`config.mk`:
```
export PLATFORM = sky130hd
export DESIGN_NAME = code_cache_fetch
export DESIGN_NICKNAME = d
export VERILOG_FILES = /design/src/rtl/ccf_pkg.sv /design/src/rtl/ccf_ram.sv /design/src/rtl/ccf_ctrl.sv /design/src/rtl/ccf_datapath.sv /design/src/rtl/code_cache_fetch.sv
export SDC_FILE = /design/constraint.sdc
export NUM_CORES = 2
export LEC_CHECK = 0
export BUFFER_PORTS_ARGS = -buffer_cell sky130_fd_sc_hd__buf_2
export CAP_MARGIN = 15
export CORE_UTILIZATION = 25
export DETAILED_ROUTE_END_ITERATION = 8
export HOLD_SLACK_MARGIN = 0.1
export SLEW_MARGIN = 20
export SYNTH_ARGS = -nofsm -noshare
export SYNTH_HDL_FRONTEND = slang
export SYNTH_SLANG_ARGS = --single-unit
```
`constraint.sdc`:
```
create_clock -name i_clk -period 8.6 [get_ports i_clk]
set_input_delay 0.86 -clock i_clk [delete_from_list [all_inputs] [get_ports i_clk]]
set_output_delay 0.86 -clock i_clk [all_outputs]
set_load 0.02 [all_outputs]
```
`src/rtl/ccf_pkg.sv`:
```
// shared types, operation and status codes for the code cache fetch block
`default_nettype none
package ccf_pkg;

    localparam logic [2:0] OP_FETCH = 3'd0;
    localparam logic [2:0] OP_FILL  = 3'd1;
    localparam logic [2:0] OP_READ  = 3'd2;
    localparam logic [2:0] OP_WRITE = 3'd3;
    localparam logic [2:0] OP_FLUSH = 3'd4;

    localparam logic [2:0] ST_HIT         = 3'd0;
    localparam logic [2:0] ST_FILL_REQ    = 3'd1;
    localparam logic [2:0] ST_BYPASS      = 3'd2;
    localparam logic [2:0] ST_FILL_ACCEPT = 3'd3;
    localparam logic [2:0] ST_FILL_DONE   = 3'd4;
    localparam logic [2:0] ST_READ        = 3'd5;
    localparam logic [2:0] ST_WRITTEN     = 3'd6;
    localparam logic [2:0] ST_FLUSHED     = 3'd7;

    localparam logic [2:0] CYC_NONE     = 3'd0;
    localparam logic [2:0] CYC_HIT_FAST = 3'd1;
    localparam logic [2:0] CYC_HIT_SLOW = 3'd2;
    localparam logic [2:0] CYC_EXT_FAST = 3'd5;
    localparam logic [2:0] CYC_EXT_SLOW = 3'd6;

    localparam logic [7:0]  ROM_BANK_MAX   = 8'h5f;
    localparam logic [15:0] LINE_ADDR_MASK = 16'hfff0;

    typedef enum logic [1:0] {
        K_NONE,
        K_NOW,
        K_READ,
        K_WRITE_READ
    } t_kind;

    typedef struct packed {
        logic capture;
        logic exec;
        logic read_pending;
        logic load_byte;
    } t_dp_cmd;

    typedef struct packed {
        t_kind kind;
    } t_dp_stat;

endpackage
`default_nettype wire

```
`src/rtl/ccf_ram.sv`:
```
// generic single write port ram with registered read
`default_nettype none
module ccf_ram #(
    parameter int WIDTH = 8,
    parameter int DEPTH = 512
) (
    input  wire logic                     i_clk,
    input  wire logic                     i_we,
    input  wire logic [$clog2(DEPTH)-1:0] i_waddr,
    input  wire logic [WIDTH-1:0]         i_wdata,
    input  wire logic [$clog2(DEPTH)-1:0] i_raddr,
    output logic      [WIDTH-1:0]         o_rdata
);

    logic [WIDTH-1:0] r_mem [DEPTH];

    always_ff @(posedge i_clk) begin
        if (i_we) begin
            r_mem[i_waddr] <= i_wdata;
        end
        o_rdata <= r_mem[i_raddr];
    end

endmodule
`default_nettype wire

```
`src/rtl/ccf_ctrl.sv`:
```
// sequencing state machine for the code cache fetch block
`default_nettype none
module ccf_ctrl (
    input  wire logic              i_clk,
    input  wire logic              i_rst_n,
    input  wire logic              i_start,
    input  wire ccf_pkg::t_dp_stat i_stat,
    output ccf_pkg::t_dp_cmd       o_cmd,
    output logic                   o_busy,
    output logic                   o_strobe
);

    typedef enum logic [1:0] {
        S_IDLE,
        S_EXEC,
        S_PEND_RD,
        S_RDATA
    } t_state;

    t_state r_state;
    logic   r_strobe;

    always_ff @(posedge i_clk) begin
        if (!i_rst_n) begin
            r_state  <= S_IDLE;
            r_strobe <= 1'b0;
        end else begin
            r_strobe <= 1'b0;
            unique case (r_state)
                S_IDLE: begin
                    if (i_start) begin
                        r_state <= S_EXEC;
                    end
                end
                S_EXEC: begin
                    unique case (i_stat.kind)
                        ccf_pkg::K_NONE: begin
                            r_state <= S_IDLE;
                        end
                        ccf_pkg::K_NOW: begin
                            r_state  <= S_IDLE;
                            r_strobe <= 1'b1;
                        end
                        ccf_pkg::K_READ: begin
                            r_state <= S_RDATA;
                        end
                        ccf_pkg::K_WRITE_READ: begin
                            r_state <= S_PEND_RD;
                        end
                        default: begin
                            r_state <= S_IDLE;
                        end
                    endcase
                end
                S_PEND_RD: begin
                    r_state <= S_RDATA;
                end
                S_RDATA: begin
                    r_state  <= S_IDLE;
                    r_strobe <= 1'b1;
                end
                default: begin
                    r_state <= S_IDLE;
                end
            endcase
        end
    end

    assign o_busy               = (r_state != S_IDLE);
    assign o_strobe             = r_strobe;
    assign o_cmd.capture        = (r_state == S_IDLE) && i_start;
    assign o_cmd.exec           = (r_state == S_EXEC);
    assign o_cmd.read_pending   = (r_state == S_PEND_RD);
    assign o_cmd.load_byte      = (r_state == S_RDATA);

endmodule
`default_nettype wire

```
`src/rtl/ccf_datapath.sv`:
```
// datapath: captured transaction, valid bits, fill tracking, line store and result registers
`default_nettype none
module ccf_datapath #(
    parameter int CACHE_BYTES = 512,
    parameter int LINE_BYTES  = 16,
    parameter int LINE_COUNT  = 32
) (
    input  wire logic             i_clk,
    input  wire logic             i_rst_n,
    input  wire ccf_pkg::t_dp_cmd i_cmd,
    output ccf_pkg::t_dp_stat     o_stat,
    input  wire logic             i_cfg_we,
    input  wire logic             i_cfg_wdata,
    input  wire logic [2:0]       i_opcode,
    input  wire logic [15:0]      i_address,
    input  wire logic [7:0]       i_program_bank,
    input  wire logic [15:0]      i_code_base,
    input  wire logic [7:0]       i_data,
    output logic      [2:0]       o_status,
    output logic      [7:0]       o_byte_out,
    output logic      [23:0]      o_external_address,
    output logic                  o_region,
    output logic      [2:0]       o_cycles
);

    localparam int ADDR_W = $clog2(CACHE_BYTES);
    localparam int OFF_W  = $clog2(LINE_BYTES);
    localparam int LINE_W = $clog2(LINE_COUNT);
    localparam logic [15:0] CACHE_SIZE = 16'(CACHE_BYTES);
    localparam logic [15:0] LINE_LOW   = 16'(LINE_BYTES - 1);
    localparam logic [15:0] LINE_MASK  = ~LINE_LOW & ccf_pkg::LINE_ADDR_MASK;
    localparam logic [OFF_W-1:0] LAST_BYTE = OFF_W'(LINE_BYTES - 1);

    logic [2:0]            r_op;
    logic [15:0]           r_addr;
    logic [7:0]            r_bank;
    logic [15:0]           r_base;
    logic [7:0]            r_data;
    logic                  r_clock_fast;
    logic [LINE_COUNT-1:0] r_valid;
    logic                  r_pending;
    logic [OFF_W-1:0]      r_count;
    logic [ADDR_W-1:0]     r_fill_base;
    logic [ADDR_W-1:0]     r_pend_off;
    logic [2:0]            r_status;
    logic [7:0]            r_byte;
    logic [23:0]           r_ext;
    logic                  r_region;
    logic [2:0]            r_cycles;

    logic [LINE_COUNT-1:0] n_valid;
    logic                  n_pending;
    logic [OFF_W-1:0]      n_count;
    logic [ADDR_W-1:0]     n_fill_base;
    logic [ADDR_W-1:0]     n_pend_off;
    logic [2:0]            n_status;
    logic [23:0]           n_ext;
    logic                  n_region;
    logic [2:0]            n_cycles;
    ccf_pkg::t_kind        w_kind;

    logic [15:0]       w_off16;
    logic              w_in_win;
    logic [ADDR_W-1:0] w_off;
    logic [LINE_W-1:0] w_fetch_line;
    logic [15:0]       w_line_base16;
    logic [15:0]       w_src_low;
    logic [15:0]       w_sum16;
    logic [ADDR_W-1:0] w_cache_a;
    logic [15:0]       w_cache_a16;
    logic [LINE_W-1:0] w_write_line;
    logic [15:0]       w_fb16;
    logic [LINE_W-1:0] w_fill_line;
    logic [ADDR_W-1:0] w_fill_a;
    logic              w_fill_last;
    logic [2:0]        w_hit_cyc;
    logic [2:0]        w_ext_cyc;
    logic              w_we;
    logic [ADDR_W-1:0] w_waddr;
    logic [ADDR_W-1:0] w_raddr;
    logic [7:0]        w_rdata;

    assign w_off16       = r_addr - r_base;
    assign w_in_win      = (w_off16 < CACHE_SIZE);
    assign w_off         = w_off16[ADDR_W-1:0];
    assign w_fetch_line  = w_off16[OFF_W +: LINE_W];
    assign w_line_base16 = w_off16 & ~LINE_LOW;
    assign w_src_low     = (r_base + w_line_base16) & LINE_MASK;
    assign w_sum16       = r_addr + r_base;
    assign w_cache_a     = w_sum16[ADDR_W-1:0];
    assign w_cache_a16   = 16'(w_cache_a);
    assign w_write_line  = w_cache_a16[OFF_W +: LINE_W];
    assign w_fb16        = 16'(r_fill_base);
    assign w_fill_line   = w_fb16[OFF_W +: LINE_W];
    assign w_fill_a      = r_fill_base + ADDR_W'(r_count);
    assign w_fill_last   = (r_count == LAST_BYTE);
    assign w_hit_cyc     = r_clock_fast ? ccf_pkg::CYC_HIT_FAST : ccf_pkg::CYC_HIT_SLOW;
    assign w_ext_cyc     = r_clock_fast ? ccf_pkg::CYC_EXT_FAST : ccf_pkg::CYC_EXT_SLOW;

    always_comb begin
        n_valid     = r_valid;
        n_pending   = r_pending;
        n_count     = r_count;
        n_fill_base = r_fill_base;
        n_pend_off  = r_pend_off;
        n_status    = ccf_pkg::ST_HIT;
        n_ext       = '0;
        n_region    = 1'b0;
        n_cycles    = ccf_pkg::CYC_NONE;
        w_kind      = ccf_pkg::K_NONE;
        w_we        = 1'b0;
        w_waddr     = w_cache_a;
        unique case (r_op)
            ccf_pkg::OP_FETCH: begin
                n_pending = 1'b0;
                w_kind    = ccf_pkg::K_NOW;
                if (w_in_win) begin
                    if (r_valid[w_fetch_line]) begin
                        n_status = ccf_pkg::ST_HIT;
                        n_cycles = w_hit_cyc;
                        w_kind   = ccf_pkg::K_READ;
                    end else begin
                        n_pending   = 1'b1;
                        n_count     = '0;
                        n_fill_base = w_line_base16[ADDR_W-1:0];
                        n_pend_off  = w_off;
                        n_status    = ccf_pkg::ST_FILL_REQ;
                        n_ext       = {r_bank, w_src_low};
                    end
                end else begin
                    n_status = ccf_pkg::ST_BYPASS;
                    n_ext    = {r_bank, r_addr};
                    n_region = (r_bank > ccf_pkg::ROM_BANK_MAX);
                    n_cycles = w_ext_cyc;
                end
            end
            ccf_pkg::OP_FILL: begin
                if (r_pending) begin
                    w_we     = 1'b1;
                    w_waddr  = w_fill_a;
                    n_cycles = w_ext_cyc;
                    if (w_fill_last) begin
                        n_valid[w_fill_line] = 1'b1;
                        n_pending            = 1'b0;
                        n_count              = '0;
                        n_status             = ccf_pkg::ST_FILL_DONE;
                        w_kind               = ccf_pkg::K_WRITE_READ;
                    end else begin
                        n_count  = r_count + 1'b1;
                        n_status = ccf_pkg::ST_FILL_ACCEPT;
                        w_kind   = ccf_pkg::K_NOW;
                    end
                end
            end
            ccf_pkg::OP_READ: begin
                n_status = ccf_pkg::ST_READ;
                w_kind   = ccf_pkg::K_READ;
            end
            ccf_pkg::OP_WRITE: begin
                w_we     = 1'b1;
                n_status = ccf_pkg::ST_WRITTEN;
                w_kind   = ccf_pkg::K_NOW;
                if (w_cache_a16[OFF_W-1:0] == LAST_BYTE) begin
                    n_valid[w_write_line] = 1'b1;
                end
            end
            ccf_pkg::OP_FLUSH: begin
                n_valid  = '0;
                n_status = ccf_pkg::ST_FLUSHED;
                w_kind   = ccf_pkg::K_NOW;
            end
            default: begin
                w_kind = ccf_pkg::K_NONE;
            end
        endcase
    end

    assign w_raddr = i_cmd.read_pending ? r_pend_off :
                     ((r_op == ccf_pkg::OP_FETCH) ? w_off : w_cache_a);

    ccf_ram #(
        .WIDTH(8),
        .DEPTH(CACHE_BYTES)
    ) u_store (
        .i_clk  (i_clk),
        .i_we   (i_cmd.exec && w_we),
        .i_waddr(w_waddr),
        .i_wdata(r_data),
        .i_raddr(w_raddr),
        .o_rdata(w_rdata)
    );

    always_ff @(posedge i_clk) begin
        if (!i_rst_n) begin
            r_clock_fast <= 1'b0;
            r_valid      <= '0;
            r_pending    <= 1'b0;
            r_count      <= '0;
            r_fill_base  <= '0;
            r_pend_off   <= '0;
        end else begin
            if (i_cfg_we) begin
                r_clock_fast <= i_cfg_wdata;
            end
            if (i_cmd.exec) begin
                r_valid     <= n_valid;
                r_pending   <= n_pending;
                r_count     <= n_count;
                r_fill_base <= n_fill_base;
                r_pend_off  <= n_pend_off;
            end
        end
    end

    always_ff @(posedge i_clk) begin
        if (i_cmd.capture) begin
            r_op   <= i_opcode;
            r_addr <= i_address;
            r_bank <= i_program_bank;
            r_base <= i_code_base;
            r_data <= i_data;
        end
        if (i_cmd.exec) begin
            r_status <= n_status;
            r_byte   <= '0;
            r_ext    <= n_ext;
            r_region <= n_region;
            r_cycles <= n_cycles;
        end
        if (i_cmd.load_byte) begin
            r_byte <= w_rdata;
        end
    end

    assign o_stat.kind        = w_kind;
    assign o_status           = r_status;
    assign o_byte_out         = r_byte;
    assign o_external_address = r_ext;
    assign o_region           = r_region;
    assign o_cycles           = r_cycles;

endmodule
`default_nettype wire

```
`src/rtl/code_cache_fetch.sv`:
```
// top level of the code cache fetch block
//
//   channel   direction  handshake                 payload
//   request   in         start high, busy low      i_opcode i_address i_program_bank
//                                                  i_code_base i_data
//   result    out        o_strobe, one cycle       o_status o_byte_out o_external_address
//                                                  o_region o_cycles
//   config    in         i_cfg_we                  i_cfg_wdata (clock_fast)
//
// a transaction with no byte to return goes through S_EXEC and shows its result as it
// returns to idle, so the next one can be taken while its result strobe is high
// hits and cache reads also pass S_RDATA to wait on the registered line store read
// the last fill byte writes the store, then reads it back via S_PEND_RD and S_RDATA
// a fill byte with no fill pending, or an unused opcode, gives no result
// a synchronous reset clears the valid bits and the fill state; results cannot be stalled
`default_nettype none
module code_cache_fetch #(
    parameter int CACHE_BYTES = 512,
    parameter int LINE_BYTES  = 16,
    parameter int LINE_COUNT  = 32
) (
    input  wire logic        i_clk,
    input  wire logic        i_rst_n,
    input  wire logic        start,
    output logic             busy,
    input  wire logic [2:0]  i_opcode,
    input  wire logic [15:0] i_address,
    input  wire logic [7:0]  i_program_bank,
    input  wire logic [15:0] i_code_base,
    input  wire logic [7:0]  i_data,
    input  wire logic        i_cfg_we,
    input  wire logic        i_cfg_wdata,
    output logic             o_strobe,
    output logic      [2:0]  o_status,
    output logic      [7:0]  o_byte_out,
    output logic      [23:0] o_external_address,
    output logic             o_region,
    output logic      [2:0]  o_cycles
);

    ccf_pkg::t_dp_cmd  w_cmd;
    ccf_pkg::t_dp_stat w_stat;

    ccf_ctrl u_ctrl (
        .i_clk   (i_clk),
        .i_rst_n (i_rst_n),
        .i_start (start),
        .i_stat  (w_stat),
        .o_cmd   (w_cmd),
        .o_busy  (busy),
        .o_strobe(o_strobe)
    );

    ccf_datapath #(
        .CACHE_BYTES(CACHE_BYTES),
        .LINE_BYTES (LINE_BYTES),
        .LINE_COUNT (LINE_COUNT)
    ) u_dp (
        .i_clk             (i_clk),
        .i_rst_n           (i_rst_n),
        .i_cmd             (w_cmd),
        .o_stat            (w_stat),
        .i_cfg_we          (i_cfg_we),
        .i_cfg_wdata       (i_cfg_wdata),
        .i_opcode          (i_opcode),
        .i_address         (i_address),
        .i_program_bank    (i_program_bank),
        .i_code_base       (i_code_base),
        .i_data            (i_data),
        .o_status          (o_status),
        .o_byte_out        (o_byte_out),
        .o_external_address(o_external_address),
        .o_region          (o_region),
        .o_cycles          (o_cycles)
    );

endmodule
`default_nettype wire

```
==> run_results.csv <==
group,metric,value,unit
run_status,status,"completed",
place,hpwl,289000,um
synth,synth_warnings,0,
place,io_buffers,96,
timing,period_minus_slack,6610,ps
place,gp_congestion,0.829,
synth,ys_ff_latch,4244,
global_route,grt.overflow.total,0,
timing,rsz0062_at_grt,"false",
finish,layout_commonest_cell,"edfxtp_1",
cts,cts_root_buf,"clkbuf_16",
detailed_routing,post_drt_via_cell_ratio,4.90,
synth,synth_edf_count,4186,
finish,fin_util,0.288,
synth,synth_area_per_cell,17.2,um2
cts,htreeDepth,5,
finish,area_delta_synth_final,14.9,%
global_route,grt_first_pass_wirelength,700000,um
timing,relSlewSlack,0.120,
synth,ys.flop_type,"edfxtp_1",
die,ios,97,
timing,fin_skew,104,ps
detailed_routing,drtIter0Drc,13800,
die,std_cell_rows,301,
critical_path,crit_required,9510,ps
critical_path,cp.arrival,7520,ps
global_route,antenna_found_initial,34,
die,core_region_area,0.672,mm2
timing,hold_viol,0,
place,place_ws,2180,ps
synth,yosysUniqueCellTypes,98,
finish,fin_nets,10100,
synth,post_synth_inst_count,9796,
cts,cts_max_path_buffers,4,
detailed_routing,postRouteAntennaNets,0,
pwr,p_per_area,251,mW/mm2
detailed_routing,firstDrtPassIters,8,
die,dieArea,0.678,mm2
finish,layout_common_cells,"edfxtp_1 (4186), nand2_1 (1533), mux4_2 (756)",
finish,drive_gt1_frac,0.170,
synth,synth_nets,9890,
pwr,power,48600,uW
cts,insertion_delay,1040,ps
detailed_routing,num_vias,94300,
job,max_cap_viol_count,0,
timing,tns,0,ps
critical_path,critPathMaxFanout,55,
critical_path,worstSetupPathType,"flop to flop",
pwr,p_switching,13400,uW
timing,worst_slew_pin_slew,1320,ps
pwr,power.leakage,0.0603,uW
cts,clk_pin_slew,60,ps
global_route,grt_max_degree,212,
pwr,swShare,0.276,
pwr,seqPwrFrac,0.472,
cts,cts_resized,0,
critical_path,critPathCaptureType,"flop",
synth,ys_seq_area_frac,0.752,
cts,clock_sinks,4244,
synth,syn_area,0.169,mm2
global_route,track_usage,0.140,
timing,timing.final.ws_setup,1990,ps
critical_path,cp-start-kind,"flop",
synth,async_reset_ff_frac,0,
timing,period_share,0.768,
die,floorplan.die.width,824,um
die,initial_core_util,0.251,
pwr,p_clk_frac,0.374,
pwr,p_comb_frac,0.154,
detailed_routing,wire_per_inst,25.7,um
detailed_routing,routed_wl,495000,um
critical_path,reg2reg_slack,1990,ps
worst_hold_path,hold_path_class,"input port to flop",
cts,cts_buffers,423,
cts,cts_tree,"done",
pwr,vdd_ir_drop_max,0.191,mV
detailed_routing,drc,0,
timing,fmax,151,MHz
global_route,grt_pass1_vias,90800,
pwr,p_int,35200,uW
timing,finalSetupViolCount,0,
timing,final-max-slew-violation-count,0,
die,die_y,824,um
-- cell families after synthesis --
kind of cell	Yosys count	share of synthesized area
AND/OR/NAND/NOR	3137	0.0795
XOR/XNOR	24	0.00145
AO/OA/AOI/OAI	739	0.0320
multiplexers	929	0.111
flip-flops	4244	0.752
buffers and inverters	685	0.0210
adder cells (fa/ha/maj)	38	0.00295
-- area by class of cell --
type	count	area [um2]
fill	66000	478000
sequential	4244	127000
multi-input combinational	4867	38800
tap	8938	11200
clock buffer	529	11100
timing repair buffer	374	3380
clock inverter	235	2360
inverter	47	176
antenna	11	27.5
-- layer usage --
metal,global-route usage,routed length (um),up-vias
met2,0.211,220000,5354
li1,-,-,38900
met5,0,83,-
met1,0.197,201000,49200
met4,0.0533,20200,12
met3,0.0315,53400,861
-- worst max-delay path, cell delays in order, from the launching register on --
cell and delay (ps):
dfxtp_1 770, nand2b_1 670, o211ai_4 250, buf_4 310, nand2_8 470, buf_12 380
buf_12 300, buf_4 480, mux4_2 320, nand2_1 60, nand3_1 260, nand4_1 420
o2bb2ai_1 360, o31ai_1 920, and4_1 330
-- final timing paths --
path	from	to	depth (start not counted)
worst min register to register	u_dp.r_valid[15]$_SDFFE_PN0P_	u_dp.r_valid[15]$_SDFFE_PN0P_	2
worst min-delay path	i_cfg_we	u_dp.r_clock_fast$_SDFFE_PN0P_	3
worst max register to register	u_ctrl.r_state[0]$_SDFFE_PN0P_	u_dp.u_store.o_rdata[1]$_DFF_P_	14
worst max-delay path	u_ctrl.r_state[0]$_SDFFE_PN0P_	u_dp.u_store.o_rdata[1]$_DFF_P_	14
-- per-stage QoR --
| stage | std cells | hold WS (ps) | cell area [um2] |
|---|---|---|---|
| after CTS | 19200 | 106 | 194000 |
| final | 19200 | 175 | 194000 |
| after floorplan | 9796 | 431 | 169000 |
| after global placement | 18400 | 442 | 180000 |
| after global routing | 19200 | 183 | 194000 |
| after detailed placement | 18400 | 453 | 180000 |
-- Yosys cell counts (all sizes together) (17+ instances only) --
cell,n,share of area
a211oi,38,0.0018
a21oi,127,0.0038
a311oi,118,0.0061
a31oi,67,0.0025
a32o,22,0.0013
a32oi,94,0.0049
and3,121,0.0045
buf,493,0.017
clkbuf,145,0.0032
dfxtp,58,0.0069
edfxtp,4186,0.74
ha,35,0.0026
inv,47,0.0010
mux2i,170,0.010
mux4,756,0.10
nand2,1555,0.035
nand2b,17,0.00063
nand3,609,0.018
nand4,60,0.0023
nor2,637,0.014
nor2b,25,0.00097
nor3,53,0.0017
o211ai,19,0.00099
o21ai,70,0.0021
o22ai,62,0.0023
-- sequential cells by signal, summed over array words and instances (netlist names), named ones only --
register and count:
u_dp.u_store.r_mem 4096, u_dp.r_valid 32, u_dp.o_external_address 24, u_dp.r_addr 16, u_dp.r_base 16, u_dp.r_pend_off 9
u_dp.o_byte_out 8, u_dp.r_bank 8, u_dp.r_data 8, u_dp.u_store.o_rdata 8, u_dp.r_count 4, u_dp.o_cycles 3
u_dp.o_status 3, u_dp.r_op 3, u_ctrl.o_strobe 1, u_ctrl.r_state 1, u_dp.o_region 1, u_dp.r_clock_fast 1
u_dp.r_pending 1
-- power by group through the flow --
stage	Sequential [uW]	Clock [uW]	Combinational (uW)
after CTS	22900	18300	7400
after floorplan	23600	0	4010
final	22900	18100	7500
after global routing	22900	19000	7740
after global placement	23400	0	7310
after detailed placement	23400	0	7360
-- timing repair --
action / CTS / global route
hold buffers: 52 / 0
endpoints found under the hold margin: 52 / 0
setup buffers: 0 / 0
No activity file was read; power rests on OpenSTA's default activity.
